===== src/hdl/sqgu_pkg.sv =====
// Shared constants, types and tables of the single-qubit gate unit.
package sqgu_pkg;

  // Field widths
  localparam int AmpW         = 16;
  localparam int AngleW       = 16;
  localparam int CordicStages = 16;
  localparam int NumStages    = (CordicStages > 32) ? 32 : CordicStages;

  // Internal fixed-point widths
  localparam int TurnW = 32;               // binary angle, full turn = 2^32
  localparam int CordW = 34;               // Q2.30 vectors with headroom
  localparam int CoefW = 32;               // cos / sin / 1/sqrt2 coefficients
  localparam int FracW = 30;
  localparam int ProdW = AmpW + 1 + CoefW;
  localparam int WideW = ProdW + 2;

  // Gate codes
  localparam logic [2:0] GateX     = 3'd0;
  localparam logic [2:0] GateY     = 3'd1;
  localparam logic [2:0] GateZ     = 3'd2;
  localparam logic [2:0] GateH     = 3'd3;
  localparam logic [2:0] GatePhase = 3'd4;
  localparam logic [2:0] GateT     = 3'd5;

  // Fixed-point constants
  localparam logic signed [CoefW-1:0] InvSqrt2   = 32'sd759250125;
  localparam logic signed [CordW-1:0] CordicGain = 34'sd652032874;
  localparam logic [TurnW-1:0]        TurnEighth = 32'h2000_0000;
  localparam logic [TurnW-1:0]        TurnHalf   = 32'h8000_0000;

  // Amplitude pair plus gate code, carried down the pipeline
  typedef struct packed {
    logic [2:0]             mode;
    logic signed [AmpW-1:0] ar;
    logic signed [AmpW-1:0] ai;
    logic signed [AmpW-1:0] br;
    logic signed [AmpW-1:0] bi;
  } amp_t;

  // CORDIC stage contents
  typedef struct packed {
    logic signed [CordW-1:0] x;
    logic signed [CordW-1:0] y;
    logic signed [CordW-1:0] z;
    logic                    flip;
    amp_t                    amp;
  } cord_t;

  // Product stage contents
  typedef struct packed {
    logic signed [ProdW-1:0] p0;
    logic signed [ProdW-1:0] p1;
    logic signed [ProdW-1:0] p2;
    logic signed [ProdW-1:0] p3;
    amp_t                    amp;
  } prod_t;

  // atan(2^-i) in units of 2^-32 turn
  function automatic logic [TurnW-1:0] atan_turn(input logic [4:0] idx);
    logic [TurnW-1:0] v;
    unique case (idx)
      5'd0:  v = 32'h2000_0000;
      5'd1:  v = 32'h12E4_051E;
      5'd2:  v = 32'h09FB_385B;
      5'd3:  v = 32'h0511_11D4;
      5'd4:  v = 32'h028B_0D43;
      5'd5:  v = 32'h0145_D7E1;
      5'd6:  v = 32'h00A2_F61E;
      5'd7:  v = 32'h0051_7C55;
      5'd8:  v = 32'h0028_BE53;
      5'd9:  v = 32'h0014_5F2F;
      5'd10: v = 32'h000A_2F98;
      5'd11: v = 32'h0005_17CC;
      5'd12: v = 32'h0002_8BE6;
      5'd13: v = 32'h0001_45F3;
      5'd14: v = 32'h0000_A2FA;
      5'd15: v = 32'h0000_517D;
      5'd16: v = 32'h0000_28BE;
      5'd17: v = 32'h0000_145F;
      5'd18: v = 32'h0000_0A30;
      5'd19: v = 32'h0000_0518;
      5'd20: v = 32'h0000_028C;
      5'd21: v = 32'h0000_0146;
      5'd22: v = 32'h0000_00A3;
      5'd23: v = 32'h0000_0051;
      5'd24: v = 32'h0000_0029;
      5'd25: v = 32'h0000_0014;
      5'd26: v = 32'h0000_000A;
      5'd27: v = 32'h0000_0005;
      5'd28: v = 32'h0000_0003;
      5'd29: v = 32'h0000_0001;
      5'd30: v = 32'h0000_0001;
      5'd31: v = 32'h0000_0000;
    endcase
    return v;
  endfunction

endpackage


===== src/hdl/sqgu_res_if.sv =====
// Result channel: new amplitude pair.
interface sqgu_res_if import sqgu_pkg::*; ();
  logic                   valid;
  logic                   ready;
  logic signed [AmpW-1:0] new_alpha_re;
  logic signed [AmpW-1:0] new_alpha_im;
  logic signed [AmpW-1:0] new_beta_re;
  logic signed [AmpW-1:0] new_beta_im;

  modport source (
    output valid, new_alpha_re, new_alpha_im, new_beta_re, new_beta_im,
    input  ready
  );
  modport sink (
    input  valid, new_alpha_re, new_alpha_im, new_beta_re, new_beta_im,
    output ready
  );
endinterface


===== src/hdl/sqgu_final.sv =====
// Gate select, rounding, saturation and the output register.
module sqgu_final import sqgu_pkg::*; (
  input  logic         clk_i,
  input  logic         rst_ni,
  input  logic         valid_i,
  output logic         ready_o,
  input  prod_t        data_i,
  sqgu_res_if.source   res_o
);

  localparam logic signed [WideW-1:0] AmpMax = WideW'((64'sd1 <<< (AmpW - 1)) - 1);
  localparam logic signed [WideW-1:0] AmpMin = -(WideW'(64'sd1 <<< (AmpW - 1)));
  localparam logic signed [WideW-1:0] Half   = WideW'(64'sd1 <<< (FracW - 1));

  logic signed [WideW-1:0] ar, ai, br, bi;
  logic signed [WideW-1:0] r0, r1, r2, r3;
  logic signed [AmpW-1:0]  na_re_d, na_im_d, nb_re_d, nb_im_d;
  logic signed [AmpW-1:0]  na_re_q, na_im_q, nb_re_q, nb_im_q;
  logic                    v_q;

  // Round to nearest, ties up
  function automatic logic signed [WideW-1:0] rnd(input logic signed [WideW-1:0] v);
    logic signed [WideW-1:0] t;
    t = v + Half;
    return t >>> FracW;
  endfunction

  function automatic logic signed [AmpW-1:0] sat(input logic signed [WideW-1:0] v);
    logic signed [WideW-1:0] t;
    if (v > AmpMax) begin
      t = AmpMax;
    end else if (v < AmpMin) begin
      t = AmpMin;
    end else begin
      t = v;
    end
    return $signed(t[AmpW-1:0]);
  endfunction

  // Per-gate result before saturation
  always_comb begin
    ar = WideW'(data_i.amp.ar);
    ai = WideW'(data_i.amp.ai);
    br = WideW'(data_i.amp.br);
    bi = WideW'(data_i.amp.bi);
    r0 = ar;
    r1 = ai;
    r2 = br;
    r3 = bi;
    unique case (data_i.amp.mode)
      GateX: begin
        r0 = br;
        r1 = bi;
        r2 = ar;
        r3 = ai;
      end
      GateY: begin
        r0 = bi;
        r1 = -br;
        r2 = -ai;
        r3 = ar;
      end
      GateZ: begin
        r2 = -br;
        r3 = -bi;
      end
      GateH: begin
        r0 = rnd(WideW'(data_i.p0));
        r1 = rnd(WideW'(data_i.p1));
        r2 = rnd(WideW'(data_i.p2));
        r3 = rnd(WideW'(data_i.p3));
      end
      GatePhase, GateT: begin
        r2 = rnd(WideW'(data_i.p0) - WideW'(data_i.p1));
        r3 = rnd(WideW'(data_i.p2) + WideW'(data_i.p3));
      end
      default: begin
        r0 = ar;
      end
    endcase
    na_re_d = sat(r0);
    na_im_d = sat(r1);
    nb_re_d = sat(r2);
    nb_im_d = sat(r3);
  end

  assign ready_o = ~v_q | res_o.ready;

  always_ff @(posedge clk_i or negedge rst_ni) begin
    if (!rst_ni) begin
      v_q <= 1'b0;
    end else if (ready_o) begin
      v_q <= valid_i;
    end
  end

  always_ff @(posedge clk_i) begin
    if (ready_o && valid_i) begin
      na_re_q <= na_re_d;
      na_im_q <= na_im_d;
      nb_re_q <= nb_re_d;
      nb_im_q <= nb_im_d;
    end
  end

  assign res_o.valid        = v_q;
  assign res_o.new_alpha_re = na_re_q;
  assign res_o.new_alpha_im = na_im_q;
  assign res_o.new_beta_re  = nb_re_q;
  assign res_o.new_beta_im  = nb_im_q;

`ifndef SYNTHESIS
  // X swaps the two amplitudes
  a_swap_x: assert property (@(posedge clk_i) disable iff (!rst_ni)
    (valid_i && ready_o && data_i.amp.mode == GateX) |=>
    (res_o.new_alpha_re == $past(data_i.amp.br) && res_o.new_beta_im == $past(data_i.amp.ai)))
    else $error("X gate did not swap amplitudes");

  // Hadamard of equal amplitudes leaves beta at zero
  a_had_zero: assert property (@(posedge clk_i) disable iff (!rst_ni)
    (valid_i && ready_o && data_i.amp.mode == GateH &&
     data_i.amp.ar == data_i.amp.br && data_i.amp.ai == data_i.amp.bi) |=>
    (res_o.new_beta_re == '0 && res_o.new_beta_im == '0))
    else $error("Hadamard difference of equal amplitudes not zero");

  // Phase gates never touch alpha
  a_phase_alpha: assert property (@(posedge clk_i) disable iff (!rst_ni)
    (valid_i && ready_o && (data_i.amp.mode == GatePhase || data_i.amp.mode == GateT)) |=>
    (res_o.new_alpha_re == $past(data_i.amp.ar) && res_o.new_alpha_im == $past(data_i.amp.ai)))
    else $error("phase gate changed alpha");
`endif

endmodule


===== src/flat_wrapper.sv =====
// flat-port wrapper written by rule: the top's interface ports become plain ports
module sqgu_final_flat import sqgu_pkg::*;
  (clk_i, rst_ni, valid_i, ready_o, data_i, res_o_valid, res_o_new_alpha_re, res_o_new_alpha_im, res_o_new_beta_re, res_o_new_beta_im, res_o_ready);
  sqgu_res_if res_o_i ();
  input  logic clk_i;
  input  logic rst_ni;
  input  logic valid_i;
  output logic ready_o;
  input  prod_t data_i;
  output wire logic [$bits(res_o_i.valid)-1:0] res_o_valid;
  output wire logic [$bits(res_o_i.new_alpha_re)-1:0] res_o_new_alpha_re;
  output wire logic [$bits(res_o_i.new_alpha_im)-1:0] res_o_new_alpha_im;
  output wire logic [$bits(res_o_i.new_beta_re)-1:0] res_o_new_beta_re;
  output wire logic [$bits(res_o_i.new_beta_im)-1:0] res_o_new_beta_im;
  input wire logic [$bits(res_o_i.ready)-1:0] res_o_ready;
  assign res_o_valid = res_o_i.valid;
  assign res_o_new_alpha_re = res_o_i.new_alpha_re;
  assign res_o_new_alpha_im = res_o_i.new_alpha_im;
  assign res_o_new_beta_re = res_o_i.new_beta_re;
  assign res_o_new_beta_im = res_o_i.new_beta_im;
  assign res_o_i.ready = res_o_ready;
  sqgu_final u_core (.clk_i(clk_i), .rst_ni(rst_ni), .valid_i(valid_i), .ready_o(ready_o), .data_i(data_i), .res_o(res_o_i));
endmodule

===== config.mk =====
export PLATFORM = sky130hd
export DESIGN_NAME = sqgu_final_flat
export DESIGN_NICKNAME = d
export VERILOG_FILES = /design/src/hdl/sqgu_pkg.sv /design/src/hdl/sqgu_res_if.sv /design/src/hdl/sqgu_final.sv /design/src/flat_wrapper.sv
export SDC_FILE = /design/constraint.sdc
export NUM_CORES = 1
export LEC_CHECK = 0
export ABC_AREA = 1
export BUFFER_PORTS_ARGS = -buffer_cell sky130_fd_sc_hd__buf_2
export CAP_MARGIN = 30
export CELL_PAD_IN_SITES_DETAIL_PLACEMENT = 0
export CELL_PAD_IN_SITES_GLOBAL_PLACEMENT = 2
export CORE_AREA = 2 2 234 236
export CTS_CLUSTER_DIAMETER = 30
export DETAILED_ROUTE_END_ITERATION = 8
export DIE_AREA = 0 0 236 238
export PLACE_DENSITY_LB_ADDON = 0.12
export SETUP_SLACK_MARGIN = 0.1
export SYNTH_ARGS = -nofsm -noshare
export SYNTH_HDL_FRONTEND = slang
export SYNTH_SLANG_ARGS = --single-unit

===== constraint.sdc =====
create_clock -name clk_i -period 6.6 [get_ports clk_i]
set_input_delay 0.99 -clock clk_i [delete_from_list [all_inputs] [get_ports clk_i]]
set_output_delay 0.99 -clock clk_i [all_outputs]
set_load 0.02 [all_outputs]

==> results.py <==
metrics = {
    "run_status": {
        "status": "complete, no violations",
    },
    "timing": {
        "slew_headroom_pct": 39.7,
        "finalCriticalPeriod_ns": 4.68,
        "drv_slew": 0,
        "hold_violations": 0,
        "skew_ns": 0.00662,
        "timing.final.crit_share_pct": 70.9,
        "worst_pin_slew_ns": 0.902,
        "grt_setup_unrepaired": "false",
        "final-setup-viol-count": 0,
        "finalSetupTns_ns": 0,
        "fmax_ghz": 0.214,
    },
    "route": {
        "dr.pass1.iters": 6,
        "vias": 21100,
        "post-route-drc-count": 0,
        "viasPerCell": 5.21,
        "drt_iter0_markers": 1845,
        "post_drt_wl_per_cell_um": 21.1,
        "routed_wl_mm": 85.5,
        "antenna_left": 0,
    },
    "global_routing": {
        "grt_pass1_vias": 20100,
        "grt_pass1_wl_mm": 125,
        "antenna_found_initial": 2,
        "grt_max_degree": 65,
        "grt_overflow": 0,
        "track_usage_pct": 29.5,
    },
    "run": {
        "timing.max_cap.violations": 0,
    },
    "clock_network": {
        "path_clk_slew_ns": 0.06,
        "tritoncts": "built",
        "numCtsBuffers": 9,
        "cts_root_buf": "clkbuf_16",
        "cts_htree_levels": 3,
        "cts_setup_buffers": 0,
        "hold_buffers": 0,
        "cts_resized": 0,
        "clockBufferDepth": 2,
        "cts_sinks": 65,
        "clk_latency_ns": 0.36,
    },
    "finish": {
        "multi_input_area_mm2": 0.0123,
        "final_nets": 3738,
        "fillers": 6261,
        "antenna_cells": 0,
        "drive_gt1_share_pct": 15.5,
        "synthToLayoutAreaGrowth_pct": 17.0,
        "mostFrequentLayoutCells": "nand2_1, inv_1, nor2_1",
        "final_common_cell": "nand2_1",
        "regArea_mm2": 0.00195,
    },
    "power_and_ir_drop": {
        "ir_drop_uv": 116,
        "finalPower_mw": 2.61,
        "leakagePower_nw": 9.96,
        "power.density_mw_per_mm2": 136,
    },
    "yosys": {
        "synthDistinctLibCells": 69,
        "synth.avg_cell_area_um2": 5.39,
        "seq_area_frac_synth_pct": 11.9,
        "async_reset_ff_share_pct": 1.54,
        "syn_area_mm2": 0.0164,
        "yosys_warnings": 0,
        "syn_nets": 3425,
        "ys_ff_latch": 65,
        "synth_edf_count": 64,
        "ys.flop_type": "edfxtp_1",
        "postSynthCellCount": 3041,
    },
    "placement": {
        "gp_congestion": 1.01,
        "hpwl_mm": 75.3,
        "numPortBuffers": 332,
    },
    "worst_setup_path": {
        "reg2reg_from": "u_core.res_o.valid",
        "r2r_end": "u_core.res_o.new_beta_re[15]",
        "cp.required_ns": 6.69,
        "worstPathArrival_ns": 4.77,
        "cp-end-kind": "flip-flop",
        "crit_type": "primary input to flip-flop",
        "cp-start-kind": "primary input",
        "path_max_fanout": 15,
        "rrSetupSlack_ns": 4.95,
        "r2r_cells": 2,
    },
    "floorplanning": {
        "rows": 85,
        "initial_core_util_pct": 30.7,
        "die_h_um": 238,
        "dieWidth_um": 236,
        "io_pins": 333,
        "core_area_mm2": 0.0535,
        "design.die.area_mm2": 0.0562,
    },
    "hold_path": {
        "holdCritPathClass": "primary input to asynchronous set/reset pin",
    },
}
worst max path at each step:
stage / from / endpoint / slack [ns]
floorplan: valid_i / u_core.res_o.new_alpha_im[0] / 1.95
global placement: data_i[176] / u_core.res_o.new_beta_re[3] / 1.51
detailed placement: data_i[193] / u_core.res_o.new_beta_re[5] / 1.59
CTS: data_i[193] / u_core.res_o.new_beta_re[5] / 1.96
global route: data_i[175] / u_core.res_o.new_beta_re[12] / 1.59
finish: data_i[193] / u_core.res_o.new_beta_re[5] / 1.92
state kept, by name (all words and copies together) (netlist names):
signal                     count
u_core.res_o.new_alpha_im     16
u_core.res_o.new_alpha_re     16
u_core.res_o.new_beta_re      16
u_core.res_o.valid             1
u_core.res_o.new_beta_im      16
critical path, cell delays in order:
cell	delay (ns)
buf_2	0.08
inv_1	0.03
ha_1	0.33
nand2_1	0.15
nor2_1	0.23
nand2_1	0.19
nor3_1	0.17
nand2_1	0.16
nand2_1	0.19
nand2_1	0.07
nand2_1	0.13
ha_1	0.20
nand3_2	0.11
nor2_1	0.23
nand2_2	0.13
nand2_1	0.07
nand3_1	0.18
a21oi_1	0.26
nand2_1	0.12
nor2_1	0.11
nand4_1	0.09
nand2_1	0.07
nand4_1	0.10
nand2_2	0.26
nand2_1	0.10
final cells by class:
| class | instances | area share, % |
|---|---|---|
| sequential | 65 | 10.1 |
| clock buffer | 10 | 1.19 |
| timing repair buffer | 346 | 9.22 |
| multi-input combinational | 2414 | 64.3 |
| inverter | 518 | 10.1 |
| tap | 696 | 4.54 |
| clock inverter | 6 | 0.482 |
through the flow:
step                      std cells  instance area [um^2]  setup slack [ns]  util [%]  hold slack, ns
after floorplan                3041                 16400              1.95         -           0.694
after global placement         4038                 18900              1.51      35.3           0.555
after detailed placement       4039                 18900              1.59      35.3           0.595
after CTS                      4055                 19200              1.96      35.9           0.387
after global routing           4055                 19200              1.59      35.9           0.394
final                          4055                 19200              1.92      35.9           0.394
routing by layer:
metal / share of wire (%) / GRT usage (%) / up-vias
met5: 0.042 / 0 / -
met4: 3.0 / 9.15 / 2
met3: 5.5 / 2.89 / 102
met2: 45 / 48.9 / 751
met1: 46 / 40.4 / 9759
li1: - / - / 10500
report_power, final:
group / internal [mW] / switching [mW] / total (mW)
clock: 0.332 / 0.190 / 0.522
combinational: 0.459 / 1.10 / 1.56
sequential: 0.510 / 0.0145 / 0.525
total: 1.30 / 1.31 / 2.61
synth_stat cells, types with 6 or more instances:
| cell type | instances | area share [%] |
|---|---|---|
| a21o_1 | 6 | 0.27 |
| a21oi_1 | 172 | 5.2 |
| a221oi_1 | 17 | 0.91 |
| a22oi_1 | 9 | 0.41 |
| a31oi_1 | 7 | 0.27 |
| a41oi_1 | 6 | 0.32 |
| and2_1 | 8 | 0.31 |
| clkbuf_1 | 32 | 0.73 |
| edfxtp_1 | 64 | 12 |
| ha_1 | 117 | 8.9 |
| inv_1 | 500 | 11 |
| inv_2 | 16 | 0.37 |
| nand2_1 | 988 | 23 |
| nand2_2 | 34 | 1.3 |
| nand3_1 | 195 | 5.9 |
| nand3_2 | 6 | 0.37 |
| nand3b_1 | 9 | 0.41 |
| nand4_1 | 73 | 2.8 |
| nor2_1 | 353 | 8.1 |
| nor2_2 | 48 | 1.8 |
| nor2_4 | 11 | 0.76 |
| nor3_1 | 37 | 1.1 |
| nor3_2 | 6 | 0.37 |
| nor4_1 | 11 | 0.42 |
| o2111ai_1 | 18 | 0.96 |
| o211ai_1 | 14 | 0.64 |
| o21a_1 | 6 | 0.27 |
| o21ai_0 | 146 | 4.5 |
| o21ai_1 | 13 | 0.40 |
| o21bai_1 | 9 | 0.41 |
| o221ai_1 | 9 | 0.48 |
| o22ai_1 | 6 | 0.23 |
| or2_2 | 11 | 0.42 |
| xnor2_1 | 6 | 0.32 |
| xor2_1 | 11 | 0.59 |
logic make-up after synthesis:
family	Yosys count	share of synthesized area, %
flip-flops	65	11.9
adder cells (fa/ha/maj)	117	8.92
buffers and inverters	562	13.1
XOR/XNOR	18	1.01
AO/OA/AOI/OAI	475	17.4
AND/OR/NAND/NOR	1804	47.7
No activity file was read; power rests on OpenSTA's default activity.
